--- config.mk ---
export PLATFORM = sky130hd
export DESIGN_NAME = c8core_ctrl
export DESIGN_NICKNAME = d
export VERILOG_FILES = /design/src/rtl/core/c8core_pkg.sv /design/src/rtl/core/c8core_ctrl.sv
export VERILOG_INCLUDE_DIRS = /design/src /design/src/rtl/core
export SDC_FILE = /design/constraint.sdc
export NUM_CORES = 1
export LEC_CHECK = 0
export ABC_AREA = 0
export BUFFER_PORTS_ARGS = -buffer_cell sky130_fd_sc_hd__clkbuf_2
export CORE_ASPECT_RATIO = 1.25
export CORE_MARGIN = 4
export CORE_UTILIZATION = 55
export DETAILED_ROUTE_END_ITERATION = 10
export GPL_TIMING_DRIVEN = 0
export HOLD_SLACK_MARGIN = 0.12
export PLACE_DENSITY = 0.81
export REMOVE_ABC_BUFFERS = 1
export SLEW_MARGIN = 30
export SYNTH_ARGS = -nofsm -noshare
export SYNTH_HDL_FRONTEND = slang
export SYNTH_SLANG_ARGS = --single-unit
--- constraint.sdc ---
create_clock -name i_clk -period 3.1 [get_ports i_clk]
set_clock_uncertainty 0.2 [all_clocks]
set_input_delay 0.155 -clock i_clk [delete_from_list [all_inputs] [get_ports i_clk]]
set_output_delay 0.155 -clock i_clk [all_outputs]
set_load 0.1 [all_outputs]
--- src/rtl/core/chip8_instruction_core_defines.svh ---
// ----------------------------------------------------------------------------
// Assertion macros shared by the instruction core.
// Each macro expands to one labeled concurrent assertion on the rising clock,
// disabled while the active-low synchronous reset is asserted.
// ----------------------------------------------------------------------------
`ifndef CHIP8_INSTRUCTION_CORE_DEFINES_SVH
`define CHIP8_INSTRUCTION_CORE_DEFINES_SVH

// Same-cycle implication: whenever ante holds, cons holds too.
`define C8_ASSERT_IMPL(lbl, clk, rst_n, ante, cons, msg) \
    lbl: assert property (@(posedge clk) disable iff (!(rst_n)) (ante) |-> (cons)) \
        else $error(msg);

// Next-cycle implication: whenever ante holds, cons holds in the next cycle.
`define C8_ASSERT_NEXT(lbl, clk, rst_n, ante, cons, msg) \
    lbl: assert property (@(posedge clk) disable iff (!(rst_n)) (ante) |=> (cons)) \
        else $error(msg);

`endif

--- src/rtl/core/c8core_pkg.sv ---
`timescale 1ns / 1ps
// ----------------------------------------------------------------------------
// c8core_pkg
// Types, item kinds, the hex font and the controller/datapath command types.
// ----------------------------------------------------------------------------
package c8core_pkg;

    localparam int MEM_BYTES   = 4096;
    localparam int MEM_AW      = 12;
    localparam int STACK_DEPTH = 16;
    localparam int SP_W        = 4;
    localparam int NUM_VREGS   = 16;
    localparam int VREG_AW     = 4;
    localparam int FRAME_ROWS  = 32;
    localparam int ROW_AW      = 5;
    localparam int FRAME_COLS  = 64;
    localparam int COL_AW      = 6;
    localparam int FONT_BYTES  = 80;
    localparam int FONT_AW     = 7;

    // Item kinds carried in the opcode field.
    localparam logic [2:0] KIND_WRITE = 3'd0;
    localparam logic [2:0] KIND_EXEC  = 3'd1;
    localparam logic [2:0] KIND_TICK  = 3'd2;
    localparam logic [2:0] KIND_ROW   = 3'd3;
    localparam logic [2:0] KIND_READ  = 3'd4;

    // Hex digit glyphs, five bytes per digit, loaded at the bottom of memory.
    localparam logic [7:0] FONT [FONT_BYTES] = '{
        8'hF0, 8'h90, 8'h90, 8'h90, 8'hF0, 8'h20, 8'h60, 8'h20, 8'h20, 8'h70,
        8'hF0, 8'h10, 8'hF0, 8'h80, 8'hF0, 8'hF0, 8'h10, 8'hF0, 8'h10, 8'hF0,
        8'h90, 8'h90, 8'hF0, 8'h10, 8'h10, 8'hF0, 8'h80, 8'hF0, 8'h10, 8'hF0,
        8'hF0, 8'h80, 8'hF0, 8'h90, 8'hF0, 8'hF0, 8'h10, 8'h20, 8'h40, 8'h40,
        8'hF0, 8'h90, 8'hF0, 8'h90, 8'hF0, 8'hF0, 8'h90, 8'hF0, 8'h10, 8'hF0,
        8'hF0, 8'h90, 8'hF0, 8'h90, 8'h90, 8'hE0, 8'h90, 8'hE0, 8'h90, 8'hE0,
        8'hF0, 8'h80, 8'h80, 8'h80, 8'hF0, 8'hE0, 8'h90, 8'h90, 8'h90, 8'hE0,
        8'hF0, 8'h80, 8'hF0, 8'h80, 8'hF0, 8'hF0, 8'h80, 8'hF0, 8'h80, 8'h80
    };

    typedef struct packed {
        logic [2:0]  opcode;
        logic [11:0] address;
        logic [7:0]  write_data;
        logic [15:0] key_mask;
        logic [7:0]  random_byte;
    } t_item;

    typedef struct packed {
        logic [11:0] program_counter;
        logic [15:0] instruction_word;
        logic        illegal_instruction;
        logic        waiting_key;
        logic        sound_on;
        logic [7:0]  read_byte;
        logic [63:0] pixel_row;
    } t_result;

    // Datapath operation for the current cycle.
    typedef enum logic [4:0] {
        STEP_IDLE,
        STEP_CLEAR,
        STEP_LATCH,
        STEP_MEM_WRITE,
        STEP_TICK,
        STEP_ROW,
        STEP_RD_ADDR,
        STEP_RD_DATA,
        STEP_FETCH_HI,
        STEP_FETCH_LO,
        STEP_LOAD_VX,
        STEP_LOAD_VY,
        STEP_LOAD_V0,
        STEP_EXEC,
        STEP_FLAG,
        STEP_DRAW_RD,
        STEP_DRAW_WR,
        STEP_BCD,
        STEP_STORE_RD,
        STEP_STORE_WR,
        STEP_LOAD_RD,
        STEP_LOAD_WR,
        STEP_RESULT
    } t_step;

    // Follow-up sequence that a decoded instruction asks for.
    typedef enum logic [2:0] {
        SEQ_DONE,
        SEQ_FLAG,
        SEQ_DRAW,
        SEQ_BCD,
        SEQ_STORE,
        SEQ_LOAD
    } t_seq;

    typedef struct packed {
        t_step             step;
        logic [MEM_AW-1:0] cnt;
    } t_dp_cmd;

    typedef struct packed {
        t_seq       seq;
        logic [3:0] n;
        logic [3:0] x;
        logic       out_free;
    } t_dp_stat;

endpackage

--- src/rtl/core/c8core_ctrl.sv ---
`timescale 1ns / 1ps
`include "chip8_instruction_core_defines.svh"
// ----------------------------------------------------------------------------
// c8core_ctrl
// Sequencer: runs the clearing pass, accepts items and steps the datapath
// through fetch, execute and the multi-cycle instruction loops.
// ----------------------------------------------------------------------------
module c8core_ctrl (
    input  logic                 i_clk,
    input  logic                 i_rst_n,
    input  logic                 i_in_valid,
    input  logic [2:0]           i_in_opcode,
    output logic                 o_in_ready,
    input  c8core_pkg::t_dp_stat i_stat,
    output c8core_pkg::t_dp_cmd  o_cmd
);
    import c8core_pkg::*;

    localparam logic [MEM_AW-1:0] MEM_LAST = MEM_AW'(MEM_BYTES - 1);
    localparam logic [MEM_AW-1:0] BCD_LAST = MEM_AW'(2);

    typedef enum logic [4:0] {
        S_CLEAR, S_IDLE, S_WRITE, S_TICK, S_ROW, S_RD0, S_RD1,
        S_F0, S_F1, S_F2, S_F3, S_F4, S_EXEC, S_FLAG,
        S_DRAW_RD, S_DRAW_WR, S_BCD, S_STORE_RD, S_STORE_WR,
        S_LOAD_RD, S_LOAD_WR, S_DONE
    } t_state;

    t_state            r_state, n_state;
    logic [MEM_AW-1:0] r_cnt, n_cnt;
    logic [3:0]        cnt_lo;

    assign cnt_lo = r_cnt[3:0];

    // Next state, loop count and datapath command.
    always_comb begin
        n_state    = r_state;
        n_cnt      = r_cnt;
        o_in_ready = 1'b0;
        o_cmd.step = STEP_IDLE;
        o_cmd.cnt  = r_cnt;
        unique case (r_state)
            S_CLEAR: begin
                o_cmd.step = STEP_CLEAR;
                n_cnt      = r_cnt + 1'b1;
                if (r_cnt == MEM_LAST) begin
                    n_state = S_IDLE;
                end
            end
            S_IDLE: begin
                o_in_ready = 1'b1;
                if (i_in_valid) begin
                    o_cmd.step = STEP_LATCH;
                    unique case (i_in_opcode) inside
                        KIND_WRITE: n_state = S_WRITE;
                        KIND_EXEC:  n_state = S_F0;
                        KIND_TICK:  n_state = S_TICK;
                        KIND_ROW:   n_state = S_ROW;
                        KIND_READ:  n_state = S_RD0;
                        default:    n_state = S_DONE;
                    endcase
                end
            end
            S_WRITE: begin
                o_cmd.step = STEP_MEM_WRITE;
                n_state    = S_DONE;
            end
            S_TICK: begin
                o_cmd.step = STEP_TICK;
                n_state    = S_DONE;
            end
            S_ROW: begin
                o_cmd.step = STEP_ROW;
                n_state    = S_DONE;
            end
            S_RD0: begin
                o_cmd.step = STEP_RD_ADDR;
                n_state    = S_RD1;
            end
            S_RD1: begin
                o_cmd.step = STEP_RD_DATA;
                n_state    = S_DONE;
            end
            S_F0: begin
                o_cmd.step = STEP_FETCH_HI;
                n_state    = S_F1;
            end
            S_F1: begin
                o_cmd.step = STEP_FETCH_LO;
                n_state    = S_F2;
            end
            S_F2: begin
                o_cmd.step = STEP_LOAD_VX;
                n_state    = S_F3;
            end
            S_F3: begin
                o_cmd.step = STEP_LOAD_VY;
                n_state    = S_F4;
            end
            S_F4: begin
                o_cmd.step = STEP_LOAD_V0;
                n_state    = S_EXEC;
            end
            S_EXEC: begin
                o_cmd.step = STEP_EXEC;
                n_cnt      = '0;
                unique case (i_stat.seq)
                    SEQ_FLAG:  n_state = S_FLAG;
                    SEQ_DRAW:  n_state = S_DRAW_RD;
                    SEQ_BCD:   n_state = S_BCD;
                    SEQ_STORE: n_state = S_STORE_RD;
                    SEQ_LOAD:  n_state = S_LOAD_RD;
                    default:   n_state = S_DONE;
                endcase
            end
            S_FLAG: begin
                o_cmd.step = STEP_FLAG;
                n_state    = S_DONE;
            end
            // Sprite rows: read a byte, then merge it into the frame.
            S_DRAW_RD: begin
                o_cmd.step = STEP_DRAW_RD;
                n_state    = S_DRAW_WR;
            end
            S_DRAW_WR: begin
                o_cmd.step = STEP_DRAW_WR;
                if (cnt_lo == 4'(i_stat.n - 4'd1)) begin
                    n_state = S_FLAG;
                end else begin
                    n_cnt   = r_cnt + 1'b1;
                    n_state = S_DRAW_RD;
                end
            end
            S_BCD: begin
                o_cmd.step = STEP_BCD;
                if (r_cnt == BCD_LAST) begin
                    n_state = S_DONE;
                end else begin
                    n_cnt = r_cnt + 1'b1;
                end
            end
            S_STORE_RD: begin
                o_cmd.step = STEP_STORE_RD;
                n_state    = S_STORE_WR;
            end
            S_STORE_WR: begin
                o_cmd.step = STEP_STORE_WR;
                if (cnt_lo == i_stat.x) begin
                    n_state = S_DONE;
                end else begin
                    n_cnt   = r_cnt + 1'b1;
                    n_state = S_STORE_RD;
                end
            end
            S_LOAD_RD: begin
                o_cmd.step = STEP_LOAD_RD;
                n_state    = S_LOAD_WR;
            end
            S_LOAD_WR: begin
                o_cmd.step = STEP_LOAD_WR;
                if (cnt_lo == i_stat.x) begin
                    n_state = S_DONE;
                end else begin
                    n_cnt   = r_cnt + 1'b1;
                    n_state = S_LOAD_RD;
                end
            end
            S_DONE: begin
                if (i_stat.out_free) begin
                    o_cmd.step = STEP_RESULT;
                    n_state    = S_IDLE;
                end
            end
            default: n_state = S_IDLE;
        endcase
    end

    // State and loop counter.
    always_ff @(posedge i_clk) begin
        if (!i_rst_n) begin
            r_state <= S_CLEAR;
            r_cnt   <= '0;
        end else begin
            r_state <= n_state;
            r_cnt   <= n_cnt;
        end
    end

    // Loop counts of the instruction sequences never leave the register range.
    `C8_ASSERT_IMPL(a_loop_count_small, i_clk, i_rst_n, r_state == S_DRAW_RD || r_state == S_DRAW_WR || r_state == S_STORE_RD || r_state == S_STORE_WR || r_state == S_LOAD_RD || r_state == S_LOAD_WR || r_state == S_BCD, r_cnt[MEM_AW-1:4] == '0, "loop counter out of range")

endmodule

==> run metrics, run 1 <==
clk sink count=17; crit end category=primary output; Fin. Hold Viols=0; FF-to-FF End=r_cnt[3]$_SDFFE_PN0P_; root buf cell=clkbuf_4; CP Class=flop to primary output; vias=1839; Critical Path, Cell by Cell=nand2b_1, nor2_1, nand3_1, nand2_1, clkbuf_2; Reg2Reg Depth=6; worst hold stages=3; final critical-path share of the clock period=0.907; Peak VDD IR=0.200 mV; reg2reg start=r_state[4]$_SDFFE_PN0P_; IO Port Bufs=35; H-tree depth=1; Clock Path Buffers=2; nets=279; min Tclk post-route=2.81 ns; CTS tree=yes; drt total wl=4220 µm; Final GP Congestion=0.844; io pins=36; global-route wire length before repair=7100 µm; initial antenna violation count=0; library cells used by synthesis=55; RSZ-0062 raised after global routing=false; CTS resizes=0; outcome=finished clean; Die Span X=57.9 µm; gr ovfl total=0; Netlist Area Pre-Place=1710 µm²; final design utilization=0.631; hpwl dp=3020 µm; vias in the first global route=1603; post-synthesis sequential area ratio=0.199; Synth warnings=0; core area=2970 µm²; DRT iter0 DRCs=150; Final setup violation count=0; PD cells=242 nW/µm²; DR pass1 iterations=4; Starting Density=0.576; remaining routing DRC violations=0; Top FF cell, synth=dfxtp_1; Max Cap Viol=0; Post-synth EDFFs=0; CTS buffer count=3; die area=4070 µm²; CP Launch Type=flop; layout cell share with drive strength beyond 1=0.180; antenna-violating nets left=0; final slew viol count=0; worst-path fanout max=26; FP Rows=22; worst path arrival time=2.46 ns; Die Y=70.4 µm; worst path required time=2.74 ns; Hold Crit Start=i_stat[0]; total power=454 µW; max incr delay on CP=0.90 ns; Reg clk slew, reported paths=0.10 ns; Routed WL per cell=14.5 µm; slew margin rel.=0.419; largest net degree at the start of global routing=28; Least-Margin Pin Slew=0.870 ns; R2R Setup Slk=0.30 ns; Worst path slowest cell=dfxtp_1; TNS Setup=0 ns; HP Class=input pin to flop; Setup Fix Bufs, Post-CTS=0; register bit total from synthesis=17; Syn Area/Cell=7.35 µm²; GR Util All Layers=0.210; Hold Crit Endpoint=r_state[2]$_SDFFE_PN0P_; Clock Latency Late Sink=0.29 ns; leakage=0.700 nW; Vias/cell=6.32; fmax=0.356 GHz; Layout area overhead=9.58%; Post-Synthesis Cells=233; ANT cells=0; FFs w/ async S/R, synth=0
==> power by group <==
part	total, mW	internal [mW]	switching [mW]
registers	0.230	0.222	0.00783
logic	0.100	0.0378	0.0624
clock network	0.124	0.0501	0.0740
==> metal layers <==
| metal | up-vias | track usage | wire length, µm |
|---|---|---|---|
| li1 | 919 | - | - |
| met1 | 845 | 0.274 | 1740 |
| met2 | 71 | 0.361 | 2160 |
| met3 | 4 | 0.0222 | 284 |
| met4 | 0 | 0.0567 | 29 |
| met5 | - | 0 | 0 |
==> critical path, delay by kind of cell, from the launching register on <==
| family | cells | cell delay (ns) |
|---|---|---|
| flip-flops | 1 | 0.90 |
| AND/OR/NAND/NOR | 4 | 0.81 |
| buffers and inverters | 1 | 0.45 |
==> state kept, by name, indices dropped and copies added (netlist names) <==
| signal | cells |
|---|---|
| r_cnt | 12 |
| r_state | 5 |
==> worst max-delay path by stage <==
| stage | from | cells after the start | end |
|---|---|---|---|
| finish | r_state[0]$_SDFFE_PN0P_ | 5 | o_cmd[13] |
| global route | r_state[4]$_SDFFE_PN0P_ | 6 | r_cnt[4]$_SDFFE_PN0P_ |
| floorplan | r_state[1]$_SDFFE_PN0P_ | 2 | o_cmd[14] |
| global placement | r_state[4]$_SDFFE_PN0P_ | 6 | r_cnt[3]$_SDFFE_PN0P_ |
| CTS | r_state[4]$_SDFFE_PN0P_ | 6 | r_cnt[7]$_SDFFE_PN0P_ |
| detailed placement | r_state[4]$_SDFFE_PN0P_ | 6 | r_cnt[7]$_SDFFE_PN0P_ |
==> per-stage QoR <==
stage	worst slack, ns	instances	instance area (µm²)	hold WS, ns
final	0.289	291	1880	0.150
after global routing	0.0361	291	1880	0.154
after CTS	0.306	291	1880	0.149
after detailed placement	0.320	285	1830	0.278
after global placement	0.392	285	1830	0.273
after floorplan	-0.539	214	1610	0.0745
==> placed cells by master, fill, tap and decap left out, drive strengths merged, types with 6 or more instances in the layout <==
cell type   n
a21oi      22
xnor2      11
o21ai      14
nand2b      7
inv         8
nand3       9
or4         7
o31ai       7
nand2      18
nor2       18
clkbuf     39
dfxtp      17
nor3        6
==> synth_stat cells (5+ instances only) <==
cell       n  share of area
a21oi_1   22          0.064
clkbuf_1  11          0.024
dfxtp_1   17           0.20
ha_1       5          0.037
inv_1      8          0.018
nand2_1   18          0.039
nand2b_1   7          0.026
nand3_1    9          0.026
nand4_1    5          0.018
nor2_1    16          0.035
nor3_1     5          0.015
o21ai_0   12          0.035
o31ai_1    7          0.031
or4_1      7          0.031
xnor2_1   11          0.056
==> what timing repair did <==
item | 4_1_cts | 5_1_grt
endpoints found under the setup margin | 0 | 0
hold buffers | 2 | 0
hold endpoints to repair | 4 | 0
==> area by class of cell <==
cell class              instances  area, µm²
inverters                       8       30.0
repair buffers                 37        195
flip-flops and latches         17        340
multi-input cells             189       1240
clock buffers                   4       26.3
well taps                      36       45.0
fillers                       303       1100
==> cell families (layout without fill, tap and decap cells) <==
group	count (synthesis)	in the layout	share of synthesized area
AND/OR/NAND/NOR	99	99	0.335
adder cells (fa/ha/maj)	5	5	0.0365
multiplexers	3	3	0.0183
flip-flops	17	17	0.199
AO/OA/AOI/OAI	68	68	0.258
buffers and inverters	27	49	0.0775
XOR/XNOR	14	14	0.0760
Note: power is estimated with default switching activity, not from simulation.
==> inputs of run 2 (changes only) <==
--- a/config.mk
+++ b/config.mk
@@ -6,7 +6,7 @@
 export SDC_FILE = /design/constraint.sdc
 export NUM_CORES = 1
 export LEC_CHECK = 0
-export ABC_AREA = 0
+export ABC_AREA = 1
 export BUFFER_PORTS_ARGS = -buffer_cell sky130_fd_sc_hd__clkbuf_2
 export CORE_ASPECT_RATIO = 1.25
 export CORE_MARGIN = 4
@@ -14,7 +14,7 @@
 export DETAILED_ROUTE_END_ITERATION = 10
 export GPL_TIMING_DRIVEN = 0
 export HOLD_SLACK_MARGIN = 0.12
-export PLACE_DENSITY = 0.81
+export PLACE_DENSITY = 0.8
 export REMOVE_ABC_BUFFERS = 1
 export SLEW_MARGIN = 30
 export SYNTH_ARGS = -nofsm -noshare
==> run 2 against run 1 <==
  * Via count is 25% higher
  * Wire length rose by 30%
  * Register-to-register slack improved by 0.53 ns
  * Critical path depth is 1 higher
  * Power rose by 13%
  * Sequential power hardly changed
  * Combinational power grew 8%
  * Synthesized cell count rose by 53%
  * Global-route usage increased by 2.2 points
  * Clock power up 42%
  * Die area grew 17%
  * Utilization increased by 1.1 points
  * Critical endpoint is now o_cmd[14]
==> run metrics, run 2 <==
Die Y=76.3 µm (+8.5%); io pins=36 (unchanged); slew margin rel.=0.422 (+0.00257); DR pass1 iterations=4 (unchanged); worst path required time=2.74 ns (about the same); CP Launch Type=flop; Peak VDD IR=0.319 mV (+60%); outcome=finished clean; Clock Path Buffers=2 (unchanged); HP Class=input pin to flop; min Tclk post-route=2.53 ns (-0.284 ns); Area contributors post-synth=nand2_1 21%, dfxtp_1 17%, nor2_1 9.7%; Post-Synthesis Cells=356 (+53%); most common cell after layout, fill and taps aside=nand2_1; Vias/cell=5.37 (-15%); crit end category=primary output; drt total wl=5490 µm (+30%); H-tree depth=1 (unchanged); Synth warnings=0 (unchanged); Critical Path, Cell by Cell=inv_1, nand3_2, o21ai_0, a211oi_1, nand4_1, clkbuf_2; Post-synth EDFFs=0 (unchanged); GR Util All Layers=0.233 (+0.0225); Largest register FFs=12 (unchanged); Top Registers=r_cnt (12), r_state (5); Biggest register=r_cnt; FP Rows=24 (+9.1%); NetSw=169 µW (+17%); final design utilization=0.642 (+0.0114); clk sink count=17 (unchanged); Fin. Hold Viols=0 (unchanged); initial antenna violation count=0 (unchanged); fmax=0.396 GHz (+11%); WHS=0.123 ns (-0.0278 ns); fin cells=427 (+47%); synth cell count leaders=117 x nand2_1, 53 x nor2_1, 39 x inv_1; Power Internal=346 µW (+12%); CTS buffer count=3 (unchanged); Setup WS pre-CTS=0.834 ns (+0.513 ns); RSZ-0062 raised after global routing=false; clock power share=0.342 (+0.069); vias=2293 (+25%); Top FF cell, synth=dfxtp_1; Setup Fix Bufs, Post-CTS=0 (unchanged); Starting Density=0.580 (+0.00404); final slew viol count=0 (unchanged); DRT iter0 DRCs=144 (-4.0%); ANT cells=0 (unchanged); commonest non-fill, non-tap cells in the layout=117 x nand2_1, 53 x nor2_1, 39 x inv_1; library cells used by synthesis=33 (-40%); CTS resizes=0 (unchanged); most frequent cell after synthesis=nand2_1; remaining routing DRC violations=0 (unchanged); Comb power frac=0.210 (-0.011); Die Span X=62.7 µm (+8.2%); hpwl dp=4400 µm (+46%); vias in the first global route=2100 (+31%); sw frac=0.328 (+0.0101); max incr delay on CP=0.62 ns (-0.28 ns); # placed instances=421 (+48%); Flop pwr share=0.448 (-0.058); Netlist Area Pre-Place=2050 µm² (+20%); largest net degree at the start of global routing=16 (-43%); Synth top area share=0.214 (+0.0149); PD cells=226 nW/µm² (-6.7%); Final GP Congestion=0.943 (+12%); global-route wire length before repair=9230 µm (+30%); CP Class=flop to primary output; FFs w/ async S/R, synth=0 (unchanged); Max Cap Viol=0 (unchanged); Routed WL per cell=12.9 µm (-11%); core area=3540 µm² (+19%); Least-Margin Pin Slew=0.864 ns (-0.00585 ns); nets=412 (+48%); worst-path fanout max=10 (-62%); Worst path slowest cell=dfxtp_1; root buf cell=clkbuf_8; gr ovfl total=0 (unchanged); register bit total from synthesis=17 (unchanged); antenna-violating nets left=0 (unchanged); post-synth top area cell=nand2_1; IO Port Bufs=35 (unchanged); Reg clk slew, reported paths=0.07 ns (-0.03 ns); layout cell share with drive strength beyond 1=0.224 (+0.0438); leakage=1.20 nW (+71%); final critical-path share of the clock period=0.815 (-0.0918); Clock Latency Late Sink=0.26 ns (-0.03 ns); worst path arrival time=2.17 ns (-0.29 ns); Layout area overhead=10.8%; post-synthesis sequential area ratio=0.166 (-0.0332); Final setup violation count=0 (unchanged); final worst slack=0.573 ns (+0.284 ns); die area=4780 µm² (+17%); hold buffer count at cts=2 (unchanged); Syn Area/Cell=5.77 µm² (-21%); CTS tree=yes
-- run 2: changes by cell type after synthesis, moves of 10 or more --
cell,change
a21oi_1,-15
a21oi_2,+10
clkbuf_1,-10
inv_1,+31
nand2_1,+99
nand3_1,+27
nand3_2,+15
nor2_1,+37
o21ai_0,-10
xnor2_1,-10
-- run 2: worst max-delay path: cells and delay by family (launching register included) --
family          cells  cell delay [ns]
buf+inv             2             0.64
flops               1             0.62
compound gates      2             0.32
simple gates        2             0.34
-- run 2: final timing paths --
kind / from / endpoint / slack, ns / cells past startpoint
worst min register to register: r_cnt[10]$_SDFFE_PN0P_ / r_cnt[10]$_SDFFE_PN0P_ / 0.37 / 2
worst max-delay path: r_state[4]$_SDFFE_PN0P_ / o_cmd[14] / 0.57 / 6
worst max register to register: r_state[0]$_SDFFE_PN0P_ / r_cnt[6]$_SDFFE_PN0P_ / 0.83 / 8
worst min-delay path: i_in_opcode[2] / r_state[4]$_SDFFE_PN0P_ / 0.12 / 5
-- run 2: per-layer routing --
layer | GRT usage | vias to the layer above | wire [µm] | share of wire
met4 | 0.0993 | 0 | 205 | 0.037
li1 | - | 1198 | - | -
met2 | 0.453 | 71 | 2820 | 0.51
met3 | 0.0251 | 18 | 251 | 0.046
met1 | 0.247 | 1006 | 2210 | 0.40
met5 | 0 | - | 0 | 0
-- run 2: cell families after synthesis --
family | Yosys count | synth area share
xor gates and xnor gates | 5 | 0.0213
AOI/OAI and AO/OA | 26 | 0.0889
and+or+nand+nor | 248 | 0.576
adders and majority gates | 5 | 0.0305
DFF | 17 | 0.166
buffers and inverters | 55 | 0.118
-- run 2: power by group through the flow --
stage                     Combinational [mW]  Clock [mW]  Sequential [mW]
final                                  0.108       0.176            0.230
after global routing                   0.120       0.188            0.231
after CTS                              0.109       0.178            0.230
after detailed placement               0.106           0            0.235
after global placement                 0.103           0            0.235
after floorplan                       0.0539           0            0.257
-- run 2: layout make-up --
| type | count | area, µm² |
|---|---|---|
| clock inverter | 1 | 5.00 |
| inverter | 46 | 173 |
| multi-input combinational | 284 | 1470 |
| timing repair buffer | 37 | 195 |
| tap | 39 | 48.8 |
| clock buffer | 3 | 41.3 |
| sequential | 17 | 340 |
| fill | 370 | 1270 |
-- run 2: stage by stage --
step | total power, mW | TNS (ns) | cell area, µm²
floorplan | 0.311 | -0.281 | 1990
global placement | 0.338 | 0 | 2210
detailed placement | 0.341 | 0 | 2210
CTS | 0.517 | 0 | 2280
global route | 0.539 | 0 | 2280
finish | 0.514 | 0 | 2280
==> inputs of run 3 (changes only) <==
==> constraint.sdc (replaced) <==
create_clock -name i_clk -period 2.6 [get_ports i_clk]
set_clock_uncertainty 0.2 [all_clocks]
set_input_delay 0.13 -clock i_clk [delete_from_list [all_inputs] [get_ports i_clk]]
set_output_delay 0.13 -clock i_clk [all_outputs]
set_load 0.1 [all_outputs]
==> run 3 against run 2 <==
  * Cell area increased by 0.44%
  * Worst setup slack worse by 0.48 ns
  * Critical path depth unchanged
  * First-iteration DRC count fell by 14%
  * Combinational power up 20%
  * Register-to-register slack worse by 0.50 ns
  * Sequential power grew 19%
  * Final cell count is 0.23% higher
  * Non-clock buffer count rose by 1
  * Utilization up 0.28 points
  * Power increased by 19%
  * Clock-buffer cell count stayed put
  * Largest power group unchanged
==> run metrics, run 3 (synthesis gave the netlist of run 2 again) <==
outcome=finished clean; Top Registers=r_cnt (12), r_state (5); HP Class=input pin to flop; ANT cells=0 (unchanged); layout cell share with drive strength beyond 1=0.224 (-0.000576); root buf cell=clkbuf_8; Setup Fix Bufs, Post-CTS=0 (unchanged); worst-path fanout max=10 (unchanged); Starting Density=0.580 (unchanged); # placed instances=421 (unchanged); worst path required time=2.27 ns (-0.47 ns); CTS tree=yes; remaining routing DRC violations=0 (unchanged); Biggest register=r_cnt; io pins=36 (unchanged); Vias/cell=5.37 (about the same); Final setup violation count=0 (unchanged); final critical-path share of the clock period=0.963; CP Launch Type=flop; global-route wire length before repair=9240 µm (+0.15%); GR Util All Layers=0.233 (+0.000306); PD cells=269 nW/µm² (+19%); Die Span X=62.7 µm (unchanged); Reg clk slew, reported paths=0.08 ns (about the same); vias=2297 (+0.17%); core area=3540 µm² (unchanged); CTS buffer count=3 (unchanged); Final GP Congestion=0.943 (unchanged); Clock Path Buffers=2 (unchanged); leakage=1.20 nW (+0.43%); RSZ-0062 raised after global routing=false; Largest register FFs=12 (unchanged); worst path arrival time=2.17 ns (about the same); crit end category=primary output; clk sink count=17 (unchanged); IO Port Bufs=35 (unchanged); largest net degree at the start of global routing=16 (unchanged); commonest non-fill, non-tap cells in the layout=117 x nand2_1, 53 x nor2_1, 39 x inv_1; Peak VDD IR=0.380 mV (+19%); Multi-input gate area=1470 µm² (unchanged); DR pass1 iterations=4 (unchanged); final slew viol count=0 (unchanged); CP Class=flop to primary output; fin cells=428 (+0.23%); nets=413 (+0.24%); initial antenna violation count=0 (unchanged); FP Rows=24 (unchanged); Clock Latency Late Sink=0.26 ns (about the same); drt total wl=5540 µm (+0.91%); slew margin rel.=0.425 (+0.00333); Fin. Hold Viols=0 (unchanged); antenna-violating nets left=0 (unchanged); gr ovfl total=0 (unchanged); Layout area overhead=11.3%; Fill cells=369 (-0.27%); Sequential Area=340 µm² (unchanged); fmax=0.399 GHz; Routed WL per cell=12.9 µm (+0.67%); hpwl dp=4400 µm (unchanged); Die Y=76.3 µm (unchanged); Least-Margin Pin Slew=0.859 ns (-0.00498 ns); die area=4780 µm² (unchanged); vias in the first global route=2103 (+0.14%); Setup WS pre-CTS=0.334 ns (-0.500 ns); DRT iter0 DRCs=124 (-14%); H-tree depth=1 (unchanged); most common cell after layout, fill and taps aside=nand2_1; Max Cap Viol=0 (unchanged); final worst slack=0.0952 ns (-0.478 ns); min Tclk post-route=2.50 ns
run 3: routing by layer:
layer | track usage | up-vias | wire (µm) | share of wire
li1 | - | 1198 | - | -
met1 | 0.248 | 1007 | 2280 | 0.41
met2 | 0.453 | 76 | 2850 | 0.51
met3 | 0.0251 | 16 | 232 | 0.042
met4 | 0.0993 | 0 | 184 | 0.033
met5 | 0 | - | 0 | 0
run 3: repair_timing:
item,4_1_cts,5_1_grt
hold buffers,3,0
hold endpoints to repair,6,0
gates resized for setup,0,1
setup endpoints to repair,0,1
run 3: worst paths after layout:
path,startpoint,to,slack [ns],depth (start not counted)
max,r_state[4]$_SDFFE_PN0P_,o_cmd[14],0.1,6
min reg2reg,r_cnt[10]$_SDFFE_PN0P_,r_cnt[10]$_SDFFE_PN0P_,0.37,2
min,i_in_valid,r_state[4]$_SDFFE_PN0P_,0.14,4
max reg2reg,r_state[0]$_SDFFE_PN0P_,r_cnt[6]$_SDFFE_PN0P_,0.33,8
run 3: layout make-up:
cell class	instances	area share
well taps	39	0.0213
clock buffers	3	0.0181
clock inverters	1	0.00219
inverters	46	0.0755
flip-flops and latches	17	0.149
multi-input cells	284	0.644
repair buffers	38	0.0898
run 3: where the power goes:
part / leakage [nW] / switching, mW / internal, mW / total [mW]
Sequential: 0.138 / 0.0103 / 0.264 / 0.274
Clock: 0.0255 / 0.103 / 0.107 / 0.209
Combinational: 1.04 / 0.0881 / 0.0421 / 0.130
run 3: stage by stage:
stage	utilization	cell area, µm²	total power, mW	setup TNS, ns	hold WS, ns
6_report	0.645	2290	0.614	0	0.143
5_1_grt	0.645	2290	0.644	0	0.222
4_1_cts	0.645	2290	0.618	0	0.129
3_5_place_dp	0.624	2210	0.406	0	0.208
3_3_place_gp	0.624	2210	0.403	0	0.206
2_1_floorplan	-	1990	0.371	-1.16	0.0507
run 3: worst max-delay path, stage by stage (launching register included):
cell and delay (ns):
dfxtp_1 0.62, inv_1 0.25, nand3_2 0.23, o21ai_0 0.13, a211oi_1 0.19, nand4_1 0.11, clkbuf_2 0.39
